--- config.mk ---
export PLATFORM = sky130hd
export DESIGN_NAME = postfix_expression_evaluator_top_flat
export DESIGN_NICKNAME = d
export VERILOG_FILES = /design/src/design/pfe_pkg.sv /design/src/design/pfe_if.sv /design/src/design/pfe_div.sv /design/src/design/postfix_expression_evaluator_top.sv /design/src/flat_wrapper.sv
export SDC_FILE = /design/constraint.sdc
export NUM_CORES = 2
export LEC_CHECK = 0
export BUFFER_PORTS_ARGS = -buffer_cell sky130_fd_sc_hd__buf_2
export CAP_MARGIN = 20
export CORE_MARGIN = 2
export CORE_UTILIZATION = 50
export CTS_BUF_LIST = sky130_fd_sc_hd__clkbuf_8 sky130_fd_sc_hd__clkbuf_16
export CTS_CLUSTER_SIZE = 40
export DETAILED_ROUTE_END_ITERATION = 16
export GPL_TIMING_DRIVEN = 0
export PLACE_DENSITY = 0.68
export SYNTH_ARGS = -nofsm -noshare
export SYNTH_HDL_FRONTEND = slang
export SYNTH_SLANG_ARGS = --single-unit
--- constraint.sdc ---
create_clock -name clk -period 9.5 [get_ports clk]
set_input_delay 0.95 -clock clk [delete_from_list [all_inputs] [get_ports clk]]
set_output_delay 0.95 -clock clk [all_outputs]
set_load 0.02 [all_outputs]
--- src/design/pfe_pkg.sv ---
`default_nettype none

package pfe_pkg;

  localparam int STACK_DEPTH = 64;
  localparam int ADDR_W      = $clog2(STACK_DEPTH);
  localparam int CNT_W       = $clog2(STACK_DEPTH + 1);
  localparam int DATA_W      = 32;
  localparam int SYM_W       = 8;

  localparam int DIV_STEPS   = DATA_W;
  localparam int DIV_CNT_W   = $clog2(DIV_STEPS);

  localparam logic [SYM_W-1:0] SYM_ADD  = 8'd43;
  localparam logic [SYM_W-1:0] SYM_SUB  = 8'd45;
  localparam logic [SYM_W-1:0] SYM_MUL  = 8'd42;
  localparam logic [SYM_W-1:0] SYM_DIV  = 8'd47;
  localparam logic [SYM_W-1:0] SYM_ZERO = 8'd48;

  localparam logic [DATA_W-1:0] EMPTY_VALUE = '1;

  // sticky error flag positions
  localparam int FLAG_UNDER = 0;
  localparam int FLAG_OVER  = 1;
  localparam int FLAG_DIVZ  = 2;
  localparam int FLAG_W     = 3;

  typedef enum logic [2:0] {
    S_IDLE,
    S_POP_B,
    S_POP_A,
    S_EXEC,
    S_DIV,
    S_FIN,
    S_FIN_RD
  } state_t;

  typedef struct packed {
    logic              start;
    logic [DATA_W-1:0] dividend;
    logic [DATA_W-1:0] divisor;
  } div_req_t;

  typedef struct packed {
    logic              done;
    logic [DATA_W-1:0] quotient;
  } div_rsp_t;

  function automatic logic is_operator(input logic [SYM_W-1:0] sym);
    is_operator = (sym == SYM_ADD) || (sym == SYM_SUB) ||
                  (sym == SYM_MUL) || (sym == SYM_DIV);
  endfunction

endpackage

`default_nettype wire

--- src/design/pfe_if.sv ---
`default_nettype none

interface pfe_in_if;
  logic                        valid;
  logic                        ready;
  logic [pfe_pkg::SYM_W-1:0]   symbol;
  logic                        last_symbol;

  modport source (output valid, output symbol, output last_symbol, input ready);
  modport sink   (input valid, input symbol, input last_symbol, output ready);
endinterface

interface pfe_out_if;
  logic                        valid;
  logic                        ready;
  logic signed [pfe_pkg::DATA_W-1:0] value;
  logic                        underflow_seen;
  logic                        overflow_seen;
  logic                        div_zero_seen;

  modport source (output valid, output value, output underflow_seen,
                  output overflow_seen, output div_zero_seen, input ready);
  modport sink   (input valid, input value, input underflow_seen,
                  input overflow_seen, input div_zero_seen, output ready);
endinterface

`default_nettype wire

--- src/design/pfe_div.sv ---
`default_nettype none

// Signed 32-bit divider, restoring, one quotient bit per cycle.
// Truncates toward zero; a zero divisor is handled by the caller.
module pfe_div (
  input  wire logic              clk,
  input  wire logic              rst_n,
  input  wire pfe_pkg::div_req_t req,
  output pfe_pkg::div_rsp_t      rsp
);

  logic                              busy_r;
  logic                              done_r;
  logic [pfe_pkg::DIV_CNT_W-1:0]     cnt_r;
  logic [pfe_pkg::DATA_W-1:0]        rem_r;
  logic [pfe_pkg::DATA_W-1:0]        quo_r;
  logic [pfe_pkg::DATA_W-1:0]        dvs_r;
  logic                              neg_r;

  logic [pfe_pkg::DATA_W:0]          rem_sh;
  logic [pfe_pkg::DATA_W:0]          diff;
  logic [pfe_pkg::DATA_W-1:0]        mag_a;
  logic [pfe_pkg::DATA_W-1:0]        mag_b;

  assign mag_a  = req.dividend[pfe_pkg::DATA_W-1] ? (~req.dividend + 1'b1) : req.dividend;
  assign mag_b  = req.divisor[pfe_pkg::DATA_W-1]  ? (~req.divisor + 1'b1)  : req.divisor;
  assign rem_sh = {rem_r, quo_r[pfe_pkg::DATA_W-1]};
  assign diff   = rem_sh - {1'b0, dvs_r};

  always_ff @(posedge clk) begin
    if (!rst_n) begin
      busy_r <= 1'b0;
      done_r <= 1'b0;
      cnt_r  <= '0;
    end else begin
      done_r <= 1'b0;
      if (req.start) begin
        busy_r <= 1'b1;
        cnt_r  <= '0;
      end else if (busy_r) begin
        cnt_r <= cnt_r + 1'b1;
        if (cnt_r == pfe_pkg::DIV_CNT_W'(pfe_pkg::DIV_STEPS - 1)) begin
          busy_r <= 1'b0;
          done_r <= 1'b1;
        end
      end
    end
  end

  always_ff @(posedge clk) begin
    if (req.start) begin
      rem_r <= '0;
      quo_r <= mag_a;
      dvs_r <= mag_b;
      neg_r <= req.dividend[pfe_pkg::DATA_W-1] ^ req.divisor[pfe_pkg::DATA_W-1];
    end else if (busy_r) begin
      if (!diff[pfe_pkg::DATA_W]) begin
        rem_r <= diff[pfe_pkg::DATA_W-1:0];
        quo_r <= {quo_r[pfe_pkg::DATA_W-2:0], 1'b1};
      end else begin
        rem_r <= rem_sh[pfe_pkg::DATA_W-1:0];
        quo_r <= {quo_r[pfe_pkg::DATA_W-2:0], 1'b0};
      end
    end
  end

  // most negative / -1 gives most negative: signs agree, no negate
  assign rsp.done     = done_r;
  assign rsp.quotient = neg_r ? (~quo_r + 1'b1) : quo_r;

endmodule

`default_nettype wire

--- src/design/postfix_expression_evaluator_top.sv ---
// Channel   Dir  Handshake      Payload
// in_chan   in   valid/ready    symbol[7:0], last_symbol
// out_chan  out  valid/ready    value[31:0] signed, underflow_seen, overflow_seen,
//                               div_zero_seen
//
// Sequencing: a digit is pushed as it is accepted; +, - and * pop two operands through
// the registered read port, then execute and write back; / with a nonzero divisor
// waits for the divider, which retires one quotient bit per cycle. A last symbol
// adds a final pop. Reset: synchronous, active low; clears the stack count, flags,
// state and output valid. The stack memory is not cleared. Stalls: a result waits in
// the output register while new requests are taken; the final pop of the next
// expression waits until that register is free.
`default_nettype none

module postfix_expression_evaluator_top (
  input  wire logic  clk,
  input  wire logic  rst_n,
  pfe_in_if.sink     in_chan,
  pfe_out_if.source  out_chan
);

  // ---------------------------------------------------------------------------
  // Stack memory: one write port, one registered read port
  // ---------------------------------------------------------------------------
  logic [pfe_pkg::DATA_W-1:0] stack_mem [pfe_pkg::STACK_DEPTH];
  logic [pfe_pkg::DATA_W-1:0] rd_data_r;
  logic                       rd_en;
  logic [pfe_pkg::ADDR_W-1:0] rd_addr;
  logic                       wr_en;
  logic [pfe_pkg::ADDR_W-1:0] wr_addr;

  // ---------------------------------------------------------------------------
  // Control state
  // ---------------------------------------------------------------------------
  pfe_pkg::state_t             state_r, state_nxt;
  logic [pfe_pkg::CNT_W-1:0]   cnt_r, cnt_nxt;
  logic [pfe_pkg::FLAG_W-1:0]  flags_r, flags_nxt, flags_upd;
  logic                        pop_empty_r;

  // latched request
  logic [pfe_pkg::SYM_W-1:0]   sym_r;
  logic                        last_r;

  // operands and output register
  logic [pfe_pkg::DATA_W-1:0]  a_r, b_r;
  logic                        out_valid_r;
  logic [pfe_pkg::DATA_W-1:0]  out_value_r;
  logic [pfe_pkg::FLAG_W-1:0]  out_flags_r;

  // per-cycle controls
  logic                        in_acc;
  logic                        in_is_op;
  logic                        out_free;
  logic                        stack_empty;
  logic                        stack_full;
  logic                        pop_req;
  logic                        push_req;
  logic [pfe_pkg::DATA_W-1:0]  push_val;
  logic                        divz_set;
  logic                        fin_load;
  logic [pfe_pkg::DATA_W-1:0]  fin_value;
  logic [pfe_pkg::DATA_W-1:0]  alu_res;
  logic [pfe_pkg::DATA_W-1:0]  digit_val;
  logic                        b_zero;

  pfe_pkg::div_req_t           div_req;
  pfe_pkg::div_rsp_t           div_rsp;

  assign in_acc      = in_chan.valid && in_chan.ready;
  assign in_is_op    = pfe_pkg::is_operator(in_chan.symbol);
  assign out_free    = !out_valid_r || out_chan.ready;
  assign stack_empty = (cnt_r == '0);
  assign stack_full  = (cnt_r == pfe_pkg::CNT_W'(pfe_pkg::STACK_DEPTH));
  assign b_zero      = (b_r == '0);
  assign digit_val   = {{(pfe_pkg::DATA_W - pfe_pkg::SYM_W){1'b0}}, in_chan.symbol}
                       - {{(pfe_pkg::DATA_W - pfe_pkg::SYM_W){1'b0}}, pfe_pkg::SYM_ZERO};

  // add / sub / mul: low 32 bits wrap
  always_comb begin
    unique case (sym_r)
      pfe_pkg::SYM_ADD: alu_res = a_r + b_r;
      pfe_pkg::SYM_SUB: alu_res = a_r - b_r;
      default:          alu_res = a_r * b_r;
    endcase
  end

  // ---------------------------------------------------------------------------
  // Next state
  // ---------------------------------------------------------------------------
  always_comb begin
    state_nxt = state_r;
    unique case (state_r)
      pfe_pkg::S_IDLE: begin
        if (in_acc) begin
          if (in_is_op) begin
            state_nxt = pfe_pkg::S_POP_B;
          end else if (in_chan.last_symbol) begin
            state_nxt = pfe_pkg::S_FIN;
          end
        end
      end
      pfe_pkg::S_POP_B: state_nxt = pfe_pkg::S_POP_A;
      pfe_pkg::S_POP_A: state_nxt = pfe_pkg::S_EXEC;
      pfe_pkg::S_EXEC: begin
        if ((sym_r == pfe_pkg::SYM_DIV) && !b_zero) begin
          state_nxt = pfe_pkg::S_DIV;
        end else begin
          state_nxt = last_r ? pfe_pkg::S_FIN : pfe_pkg::S_IDLE;
        end
      end
      pfe_pkg::S_DIV: begin
        if (div_rsp.done) begin
          state_nxt = last_r ? pfe_pkg::S_FIN : pfe_pkg::S_IDLE;
        end
      end
      pfe_pkg::S_FIN: begin
        if (out_free) begin
          state_nxt = stack_empty ? pfe_pkg::S_IDLE : pfe_pkg::S_FIN_RD;
        end
      end
      pfe_pkg::S_FIN_RD: state_nxt = pfe_pkg::S_IDLE;
      default: state_nxt = pfe_pkg::S_IDLE;
    endcase
  end

  // ---------------------------------------------------------------------------
  // Outputs of the sequencer
  // ---------------------------------------------------------------------------
  always_comb begin
    in_chan.ready    = 1'b0;
    pop_req          = 1'b0;
    push_req         = 1'b0;
    push_val         = alu_res;
    divz_set         = 1'b0;
    fin_load         = 1'b0;
    fin_value        = rd_data_r;
    div_req.start    = 1'b0;
    div_req.dividend = a_r;
    div_req.divisor  = b_r;
    unique case (state_r)
      pfe_pkg::S_IDLE: begin
        in_chan.ready = 1'b1;
        // ready is high here, so valid alone marks the accepted request
        if (in_chan.valid) begin
          if (in_is_op) begin
            pop_req = 1'b1;          // right operand
          end else begin
            push_req = 1'b1;
            push_val = digit_val;
          end
        end
      end
      pfe_pkg::S_POP_B: pop_req = 1'b1;  // left operand
      pfe_pkg::S_POP_A: ;
      pfe_pkg::S_EXEC: begin
        if (sym_r == pfe_pkg::SYM_DIV) begin
          if (b_zero) begin
            push_req = 1'b1;
            push_val = '0;
            divz_set = 1'b1;
          end else begin
            div_req.start = 1'b1;
          end
        end else begin
          push_req = 1'b1;
        end
      end
      pfe_pkg::S_DIV: begin
        push_req = div_rsp.done;
        push_val = div_rsp.quotient;
      end
      pfe_pkg::S_FIN: begin
        if (out_free) begin
          pop_req   = 1'b1;
          fin_load  = stack_empty;   // empty: emit -1 straight away
          fin_value = pfe_pkg::EMPTY_VALUE;
        end
      end
      pfe_pkg::S_FIN_RD: fin_load = 1'b1;
      default: ;
    endcase
  end

  // ---------------------------------------------------------------------------
  // Stack pointer, flags and memory ports
  // ---------------------------------------------------------------------------
  assign rd_en   = pop_req && !stack_empty;
  assign rd_addr = pfe_pkg::ADDR_W'(cnt_r - 1'b1);
  assign wr_en   = push_req && !stack_full;
  assign wr_addr = cnt_r[pfe_pkg::ADDR_W-1:0];

  always_comb begin
    flags_upd = flags_r;
    if (pop_req && stack_empty) flags_upd[pfe_pkg::FLAG_UNDER] = 1'b1;
    if (push_req && stack_full) flags_upd[pfe_pkg::FLAG_OVER]  = 1'b1;
    if (divz_set)               flags_upd[pfe_pkg::FLAG_DIVZ]  = 1'b1;
    flags_nxt = fin_load ? '0 : flags_upd;

    cnt_nxt = cnt_r;
    if (fin_load) begin
      cnt_nxt = '0;                 // expression done: empty the stack
    end else if (rd_en) begin
      cnt_nxt = cnt_r - 1'b1;
    end else if (wr_en) begin
      cnt_nxt = cnt_r + 1'b1;
    end
  end

  always_ff @(posedge clk) begin
    if (wr_en) begin
      stack_mem[wr_addr] <= push_val;
    end
  end

  always_ff @(posedge clk) begin
    if (rd_en) begin
      rd_data_r <= stack_mem[rd_addr];
    end
  end

  always_ff @(posedge clk) begin
    if (!rst_n) begin
      state_r     <= pfe_pkg::S_IDLE;
      cnt_r       <= '0;
      flags_r     <= '0;
      out_valid_r <= 1'b0;
    end else begin
      state_r <= state_nxt;
      cnt_r   <= cnt_nxt;
      flags_r <= flags_nxt;
      if (fin_load) begin
        out_valid_r <= 1'b1;
      end else if (out_chan.ready) begin
        out_valid_r <= 1'b0;
      end
    end
  end

  // payload registers
  always_ff @(posedge clk) begin
    if (pop_req) begin
      pop_empty_r <= stack_empty;
    end
    if (in_acc) begin
      sym_r  <= in_chan.symbol;
      last_r <= in_chan.last_symbol;
    end
    // an empty pop reads as -1
    if (state_r == pfe_pkg::S_POP_B) begin
      b_r <= pop_empty_r ? pfe_pkg::EMPTY_VALUE : rd_data_r;
    end
    if (state_r == pfe_pkg::S_POP_A) begin
      a_r <= pop_empty_r ? pfe_pkg::EMPTY_VALUE : rd_data_r;
    end
    if (fin_load) begin
      out_value_r <= fin_value;
      out_flags_r <= flags_upd;
    end
  end

  pfe_div u_div (
    .clk   (clk),
    .rst_n (rst_n),
    .req   (div_req),
    .rsp   (div_rsp)
  );

  assign out_chan.valid          = out_valid_r;
  assign out_chan.value          = out_value_r;
  assign out_chan.underflow_seen = out_flags_r[pfe_pkg::FLAG_UNDER];
  assign out_chan.overflow_seen  = out_flags_r[pfe_pkg::FLAG_OVER];
  assign out_chan.div_zero_seen  = out_flags_r[pfe_pkg::FLAG_DIVZ];

endmodule

`default_nettype wire

--- src/flat_wrapper.sv ---
// flat-port wrapper written by rule: the top's interface ports become plain ports
module postfix_expression_evaluator_top_flat 
  (clk, rst_n, in_chan_valid, in_chan_symbol, in_chan_last_symbol, in_chan_ready, out_chan_valid, out_chan_value, out_chan_underflow_seen, out_chan_overflow_seen, out_chan_div_zero_seen, out_chan_ready);
  pfe_in_if in_chan_i ();
  pfe_out_if out_chan_i ();
  input  wire logic clk;
  input  wire logic rst_n;
  input wire logic [$bits(in_chan_i.valid)-1:0] in_chan_valid;
  input wire logic [$bits(in_chan_i.symbol)-1:0] in_chan_symbol;
  input wire logic [$bits(in_chan_i.last_symbol)-1:0] in_chan_last_symbol;
  output wire logic [$bits(in_chan_i.ready)-1:0] in_chan_ready;
  output wire logic [$bits(out_chan_i.valid)-1:0] out_chan_valid;
  output wire logic [$bits(out_chan_i.value)-1:0] out_chan_value;
  output wire logic [$bits(out_chan_i.underflow_seen)-1:0] out_chan_underflow_seen;
  output wire logic [$bits(out_chan_i.overflow_seen)-1:0] out_chan_overflow_seen;
  output wire logic [$bits(out_chan_i.div_zero_seen)-1:0] out_chan_div_zero_seen;
  input wire logic [$bits(out_chan_i.ready)-1:0] out_chan_ready;
  assign in_chan_i.valid = in_chan_valid;
  assign in_chan_i.symbol = in_chan_symbol;
  assign in_chan_i.last_symbol = in_chan_last_symbol;
  assign in_chan_ready = in_chan_i.ready;
  assign out_chan_valid = out_chan_i.valid;
  assign out_chan_value = out_chan_i.value;
  assign out_chan_underflow_seen = out_chan_i.underflow_seen;
  assign out_chan_overflow_seen = out_chan_i.overflow_seen;
  assign out_chan_div_zero_seen = out_chan_i.div_zero_seen;
  assign out_chan_i.ready = out_chan_ready;
  postfix_expression_evaluator_top u_core (.clk(clk), .rst_n(rst_n), .in_chan(in_chan_i), .out_chan(out_chan_i));
endmodule
[Yosys cells after proc, flatten, opt, wreduce, memory -nomap -nowiden]
Memories as Yosys holds them, arrays and structs flattened. A register that Yosys moved wholly into a read port is not among the register bits.
Index checks and enable logic that the tools add are counted.
Cells by class
  add/subtract/negate cells: 10
  multiply operators: 1
  equality and inequality tests: 19
  multiplexer cells: 55
  bitwise logic cells: 6
  reduce and logical (&&, ||, !) cells: 24
Operators by type and width (count)
  32-bit two-way mux: 12
  32-bit by 1-bit adder with 32-bit output, second input constant: 3
  32-bit NOT: 3
  32-bit one-hot mux with 3 select lines: 1
  32-bit one-hot mux with 2 select lines: 1
  8-bit by 6-bit equality test with 1-bit output, second input constant: 7
  33-bit by 32-bit subtractor with 33-bit output: 1
  32-bit adder: 1
  32-bit zero test: 1
  32-bit by 32-bit multiplier with 32-bit output: 1
  32-bit subtractor: 1
  31-bit two-way mux: 1
  1-bit two-way mux: 26
  3-bit two-way mux: 8
  3-bit one-hot mux with 6 select lines: 1
  7-bit two-way mux: 2
  3-bit equality test, second input constant: 3
  8-bit by 6-bit subtractor with 9-bit output, second input constant: 1
  7-bit by 1-bit adder with 7-bit output, second input constant: 1
  7-bit equality test, second input constant: 1
  7-bit zero test: 1
  7-bit by 1-bit subtractor with 7-bit output, second input constant: 1
  3-bit by 2-bit equality test with 1-bit output, second input constant: 2
  1-bit logical AND: 6
  17 further kinds: 29
Word-level totals
  flip-flop bits (word level): 227
  memory bits (writable): 2048
  word-level logic and storage cells: 135
  memories kept: 1
Memories
  u_core.stack_mem: depth 64, bits a word 32, rd ports 1, clocked after memory_dff 1, wr ports 1, line postfix_expression_evaluator_top.sv:25  | logic [pfe_pkg::DATA_W-1:0] stack_mem [pfe_pkg::STACK_DEPTH];

[Longest topological paths before layout]
  depth in word-level cells: 10
  gate-level depth with buffers: 28
  depth with buffers taken out: 26

[Modules after synthesis]
Synthesis repeated with hierarchy kept, for this count alone.
Second synthesis, totals
  cells, all modules: 6337
  area, all modules: 109538.8 um2
Modules (own cells, without submodules)
  postfix_expression_evaluator_top: instances 1, cells an instance 5468, area an instance 101812.6 um2, sequential area each 66013.3 um2
  pfe_div: instances 1, cells an instance 869, area an instance 7726.2 um2, sequential area each 2732.6 um2

[Worst setup path after synthesis]
Ideal clock, no wire load.
  kind: flip-flop to flip-flop
  start point: reg u_core.b_r[5] (netlist bit)
  end point: mem u_core.stack_mem[0][25] (netlist bit), data pin
  library setup time: 0.567 ns
  arrival: 8.575 ns
  required time: 8.933 ns
  setup slack: 0.358 ns
  cell stages (with the launch flop): 26
  path buffers: 2
  period minus slack after synthesis: 9.142 ns
  cells stage by stage: edfxtp_1 > clkbuf_1 > clkbuf_1 > and2_1 > fa_1 > fa_1 > fa_1 > inv_1 > fa_1 > inv_1 > fa_1 > inv_1 > fa_1 > inv_1 > fa_1 > fa_1 > ha_1 > a21o_1 > a21o_1 > a21o_1 > nor4_1 > o31ai_1 > xnor2_1 > nand2_1 > o21ai_0 > o221ai_1
On the way
  word-level cells in the longest chain between the ends: 5
  elaborated cells on any way between the ends: 10
Ends and longest elaborated chain
  start, declared: line postfix_expression_evaluator_top.sv:45  | logic [pfe_pkg::DATA_W-1:0] a_r, b_r;
  start signal, assigned: line postfix_expression_evaluator_top.sv:250  | b_r <= pop_empty_r ? pfe_pkg::EMPTY_VALUE : rd_data_r;
  32-bit by 32-bit multiplier with 32-bit output, or another cell as far along: line postfix_expression_evaluator_top.sv:83  | default: alu_res = a_r * b_r;
  32-bit one-hot mux with 2 select lines: line postfix_expression_evaluator_top.sv:80  | unique case (sym_r)
  32-bit two-way mux, on equally long branches: line postfix_expression_evaluator_top.sv:157, postfix_expression_evaluator_top.sv:145
  32-bit two-way mux, on equally long branches: line postfix_expression_evaluator_top.sv:156, postfix_expression_evaluator_top.sv:144
  32-bit one-hot mux with 3 select lines *: line postfix_expression_evaluator_top.sv:140  | unique case (state_r)
  net u_core.push_val (one bit): line postfix_expression_evaluator_top.sv:58  | logic [pfe_pkg::DATA_W-1:0] push_val;
  end, declared: line postfix_expression_evaluator_top.sv:25
The timed path passes the listed nets; every way through them passes the cells marked *.

[Worst setup path in the final report]
  start point: reg u_core.b_r[4] (netlist bit)
  end point: mem u_core.stack_mem[0][23] (netlist bit), data pin
The elaborated chain is that of the path after synthesis.

==> flow_metrics.tcl <==
set metrics [dict create \
    cts_tree "built" \
    startpoint_type "register" \
    hold_path.class "in2reg" \
    synth_area_leaders "sky130_fd_sc_hd__edfxtp_1, sky130_fd_sc_hd__mux4_2, sky130_fd_sc_hd__fa_1" \
    setup_viol_count_final 0 \
    placement.io_buffers 48 \
    end_kind "register" \
    critical_path_required_ps 10070 \
    regToRegStartpoint "u_core.b_r[4]" \
    drt_drc 0 \
    vias_per_cell 6.20 \
    global_route.overflow_total 0 \
    die_area_sq_um 222000 \
    num_vias 60900 \
    first_iter_violations 8014 \
    num_rows 171 \
    max_slew_margin_pct -17.7 \
    yosysWarnings 0 \
    final.hold.worst_slack_ps 297 \
    maximum_capacitance_violations 1 \
    initial_utilization_pct 50.3 \
    drt_first_pass_iters 6 \
    timing_worst_setup_path_type "reg2reg" \
    via_count_of_the_first_global_routing_pass 61200 \
    run_status "finished, violations left" \
    wirelength_microns 319000 \
    layout-drive-gt1-share_pct 21.0 \
    antenna_found_initial 32 \
    layout_common_cells "sky130_fd_sc_hd__edfxtp_1, sky130_fd_sc_hd__mux4_2, sky130_fd_sc_hd__inv_1, sky130_fd_sc_hd__fa_1, sky130_fd_sc_hd__nand2_1" \
    die_width_microns 471 \
    multiInputGateArea_sq_um 38300 \
    io_pins 50 \
    slew_viol_final 12 \
    hold_buffers 0 \
    rr_endpoint "u_core.stack_mem[0][23]" \
    synthesis_stage_register_bit_count 2307 \
    ys_async_sr_fraction_pct 0 \
    cpPeakStageDelay_ps 940 \
    clock-root-buffer "sky130_fd_sc_hd__clkbuf_16" \
    grt_use_total_pct 28.8 \
    grt_pass1_wl_microns 450000 \
    worstSetupStartpoint "u_core.b_r[4]" \
    clock_skew_ps 137 \
    num-nets-final 7383 \
    clock_tree.buffer_depth 3 \
    post_drt_wl_per_cell_microns 32.5 \
    ys_seq_area_share_pct 63.0 \
    register_area_sq_um 68700 \
    violations "capacitance limit, slew limit" \
    synth_area_per_cell_sq_um 17.3 \
    most_frequently_used_flop_master_after_synthesis "sky130_fd_sc_hd__edfxtp_1" \
    htreeDepth 4 \
    globalplace.congestion 1.01 \
    cp-endpoint "u_core.stack_mem[0][23]" \
    period_minus_slack_ps 9470 \
    netlist-cell-type-count 78 \
    tritoncts_num_sinks 2307 \
    worst_case_reg_to_reg_path_depth 26 \
    synthDominantCellAreaShare_pct 62.0 \
    height_of_the_die_microns 471 \
    cell_taking_the_most_area_after_synthesis "sky130_fd_sc_hd__edfxtp_1" \
    hpwl_dp_microns 231000 \
    clkTransAtPathRegs_ps 60 \
    flow.area_growth_from_synthesis_pct 14.3 \
    reg_to_reg_slack_setup_ps 30 \
    max_frequency_mhz 106 \
    critical-path-top-delay-family "adder cells" \
    clock_insertion_delay_worst_skew_ps 890 \
    worst-slew-pin-transition_ps 1770 \
    path_depth 26 \
    crit_path_frequent_cell "sky130_fd_sc_hd__fa_1" \
    synth_cells 6324 \
    core-area_sq_um 217000 \
    timing.critical_path.buf_inv 6 \
    nFillCells 16200 \
    count_of_antenna_violating_nets_left_after_detailed_routing 0 \
    mappedNetlistNets 6944 \
    syn_std_cell_area_sq_um 109000 \
    grt_start_max_net_pins 65 \
    min_period_over_period_pct 99.7 \
    most_frequent_standard_cell_in_the_layout_excluding_fill_and_tap_cells "sky130_fd_sc_hd__edfxtp_1" \
    cts-buffers-inserted 221 \
    grt_setup_unrepaired "false" \
    cp_data_arrival_time_ps 10040 \
    synth-edff-count 2254 \
    biggest_fanout_along_the_worst_timing_path 36 \
    timing.final.hold_violations 0 \
    cp_slowest_cell "sky130_fd_sc_hd__edfxtp_1" \
]
[logic make-up (layout without fill, tap and decap cells)]
kind of cell	Yosys count	count (layout)	synth area share (%)
adders and majority gates	607	607	9.78
muxes	684	684	14.0
DFF	2307	2307	63.0
AOI/OAI and AO/OA	498	499	2.96
xor gates and xnor gates	262	262	2.10
and+or+nand+nor	1173	1173	5.42
buffers and inverters	793	1420	2.74
other	0	13	0
[state kept, by name (all words and copies together) (netlist names), 5 cells and up]
register and cells:
u_core.stack_mem 2048, u_core.a_r 32, u_core.b_r 32, u_core.out_chan.value 32
u_core.rd_data_r 32, u_core.u_div.dvs_r 32, u_core.u_div.quo_r 32, u_core.u_div.rem_r 32
u_core.sym_r 8, u_core.cnt_r 7, u_core.u_div.cnt_r 5
[per-layer routing]
layer | global-route usage (%) | vias up | wire [microns]
met5 | 0 | - | 84
met1 | 37.6 | 31800 | 116000
met3 | 5.55 | 758 | 31400
met2 | 45.5 | 3453 | 150000
met4 | 16.3 | 14 | 21400
li1 | - | 24900 | -
[how the worst min path moves through the flow]
stage | start | end | slack [ps] | depth (start not counted)
2_1_floorplan | u_core.u_div.rem_r[1] | u_core.u_div.rem_r[1] | 460 | 2
3_3_place_gp | u_core.u_div.rem_r[1] | u_core.u_div.rem_r[1] | 480 | 2
3_5_place_dp | u_core.u_div.rem_r[25] | u_core.u_div.rem_r[26] | 490 | 2
4_1_cts | in_chan_symbol[0] | u_core.sym_r[0] | 250 | 1
5_1_grt | in_chan_symbol[0] | u_core.sym_r[0] | 260 | 1
6_report | in_chan_symbol[3] | u_core.sym_r[3] | 300 | 1
[stage by stage]
stage                     TNS (ps)  instance area [sq um]  std cells  setup WS (ps)  util [%]
after detailed placement   -212140                 117000       9370           -887      53.9
after global placement    -4591120                 113000       9226          -4350      52.0
final                            0                 125000       9819           32.6      57.5
after global routing             0                 125000       9807           17.4      57.4
after floorplan                  0                 109000       6324            358         -
after CTS                        0                 124000       9777           14.3      57.2
[cells in the mapped netlist, types with 6 or more instances]
library cell	instances
sky130_fd_sc_hd__clkbuf_1	295
sky130_fd_sc_hd__or3_1	30
sky130_fd_sc_hd__nor2_1	181
sky130_fd_sc_hd__nor3_1	29
sky130_fd_sc_hd__o31a_1	12
sky130_fd_sc_hd__a31oi_1	20
sky130_fd_sc_hd__o211ai_1	9
sky130_fd_sc_hd__xor2_1	123
sky130_fd_sc_hd__edfxtp_1	2254
sky130_fd_sc_hd__mux4_2	672
sky130_fd_sc_hd__a21boi_0	9
sky130_fd_sc_hd__inv_1	442
sky130_fd_sc_hd__and3_1	14
sky130_fd_sc_hd__nor2b_1	7
sky130_fd_sc_hd__xnor2_1	139
sky130_fd_sc_hd__o21ai_1	24
sky130_fd_sc_hd__a21o_1	37
sky130_fd_sc_hd__o21a_1	17
sky130_fd_sc_hd__o221ai_1	18
sky130_fd_sc_hd__or4_1	11
sky130_fd_sc_hd__nor4_1	8
sky130_fd_sc_hd__o41ai_1	8
sky130_fd_sc_hd__ha_1	197
sky130_fd_sc_hd__fa_1	410
sky130_fd_sc_hd__a211o_1	6
sky130_fd_sc_hd__and2_1	320
sky130_fd_sc_hd__o21ai_0	126
sky130_fd_sc_hd__mux2i_1	11
sky130_fd_sc_hd__nand3_1	21
sky130_fd_sc_hd__or2_2	73
sky130_fd_sc_hd__nand3b_1	11
sky130_fd_sc_hd__buf_1	48
sky130_fd_sc_hd__nand2b_1	34
sky130_fd_sc_hd__a211oi_1	29
sky130_fd_sc_hd__o31ai_1	32
sky130_fd_sc_hd__a21oi_1	101
sky130_fd_sc_hd__nand4_1	10
sky130_fd_sc_hd__dfxtp_1	53
sky130_fd_sc_hd__nand2_1	403
[repair_timing]
action                                  in CTS  in global routing
buffers inserted                             0                  4
hold endpoints to repair                     0                  0
endpoints found under the setup margin     511                427
cloned                                       0                  1
pin swaps                                    0                  1
gates resized for setup                     34                 24
[worst reg2reg max path, stage by stage, from the launching register on]
cell,delay [ps]
sky130_fd_sc_hd__edfxtp_1,940
sky130_fd_sc_hd__clkbuf_2,490
sky130_fd_sc_hd__and2_1,220
sky130_fd_sc_hd__fa_1,420
sky130_fd_sc_hd__inv_1,80
sky130_fd_sc_hd__fa_1,450
sky130_fd_sc_hd__fa_1,510
sky130_fd_sc_hd__fa_1,560
sky130_fd_sc_hd__inv_1,50
sky130_fd_sc_hd__fa_1,500
sky130_fd_sc_hd__inv_1,60
sky130_fd_sc_hd__fa_1,540
sky130_fd_sc_hd__inv_1,50
sky130_fd_sc_hd__fa_1,510
sky130_fd_sc_hd__fa_1,490
sky130_fd_sc_hd__ha_1,380
sky130_fd_sc_hd__a21o_1,200
sky130_fd_sc_hd__a21o_1,170
sky130_fd_sc_hd__a21o_1,230
sky130_fd_sc_hd__nor4_4,440
sky130_fd_sc_hd__nor2_1,150
sky130_fd_sc_hd__a21o_1,200
sky130_fd_sc_hd__a21oi_1,180
sky130_fd_sc_hd__xor2_1,380
sky130_fd_sc_hd__nor3_1,170
sky130_fd_sc_hd__a211o_4,550
sky130_fd_sc_hd__buf_12,270
[layout make-up]
type | instances | share of cell area [%]
diodes | 13 | 0.0261
plain buffers | 342 | 1.09
clock buffers | 224 | 4.47
clock inverters | 188 | 1.37
inverters | 444 | 1.34
multi-input cells | 3225 | 30.8
flip-flops and latches | 2307 | 55.1
well taps | 2854 | 2.86
repair buffers | 222 | 2.94
Power is left out: the tool's default activity adds up to more than one toggle a clock period on the data nets, which glitch-free logic cannot reach.
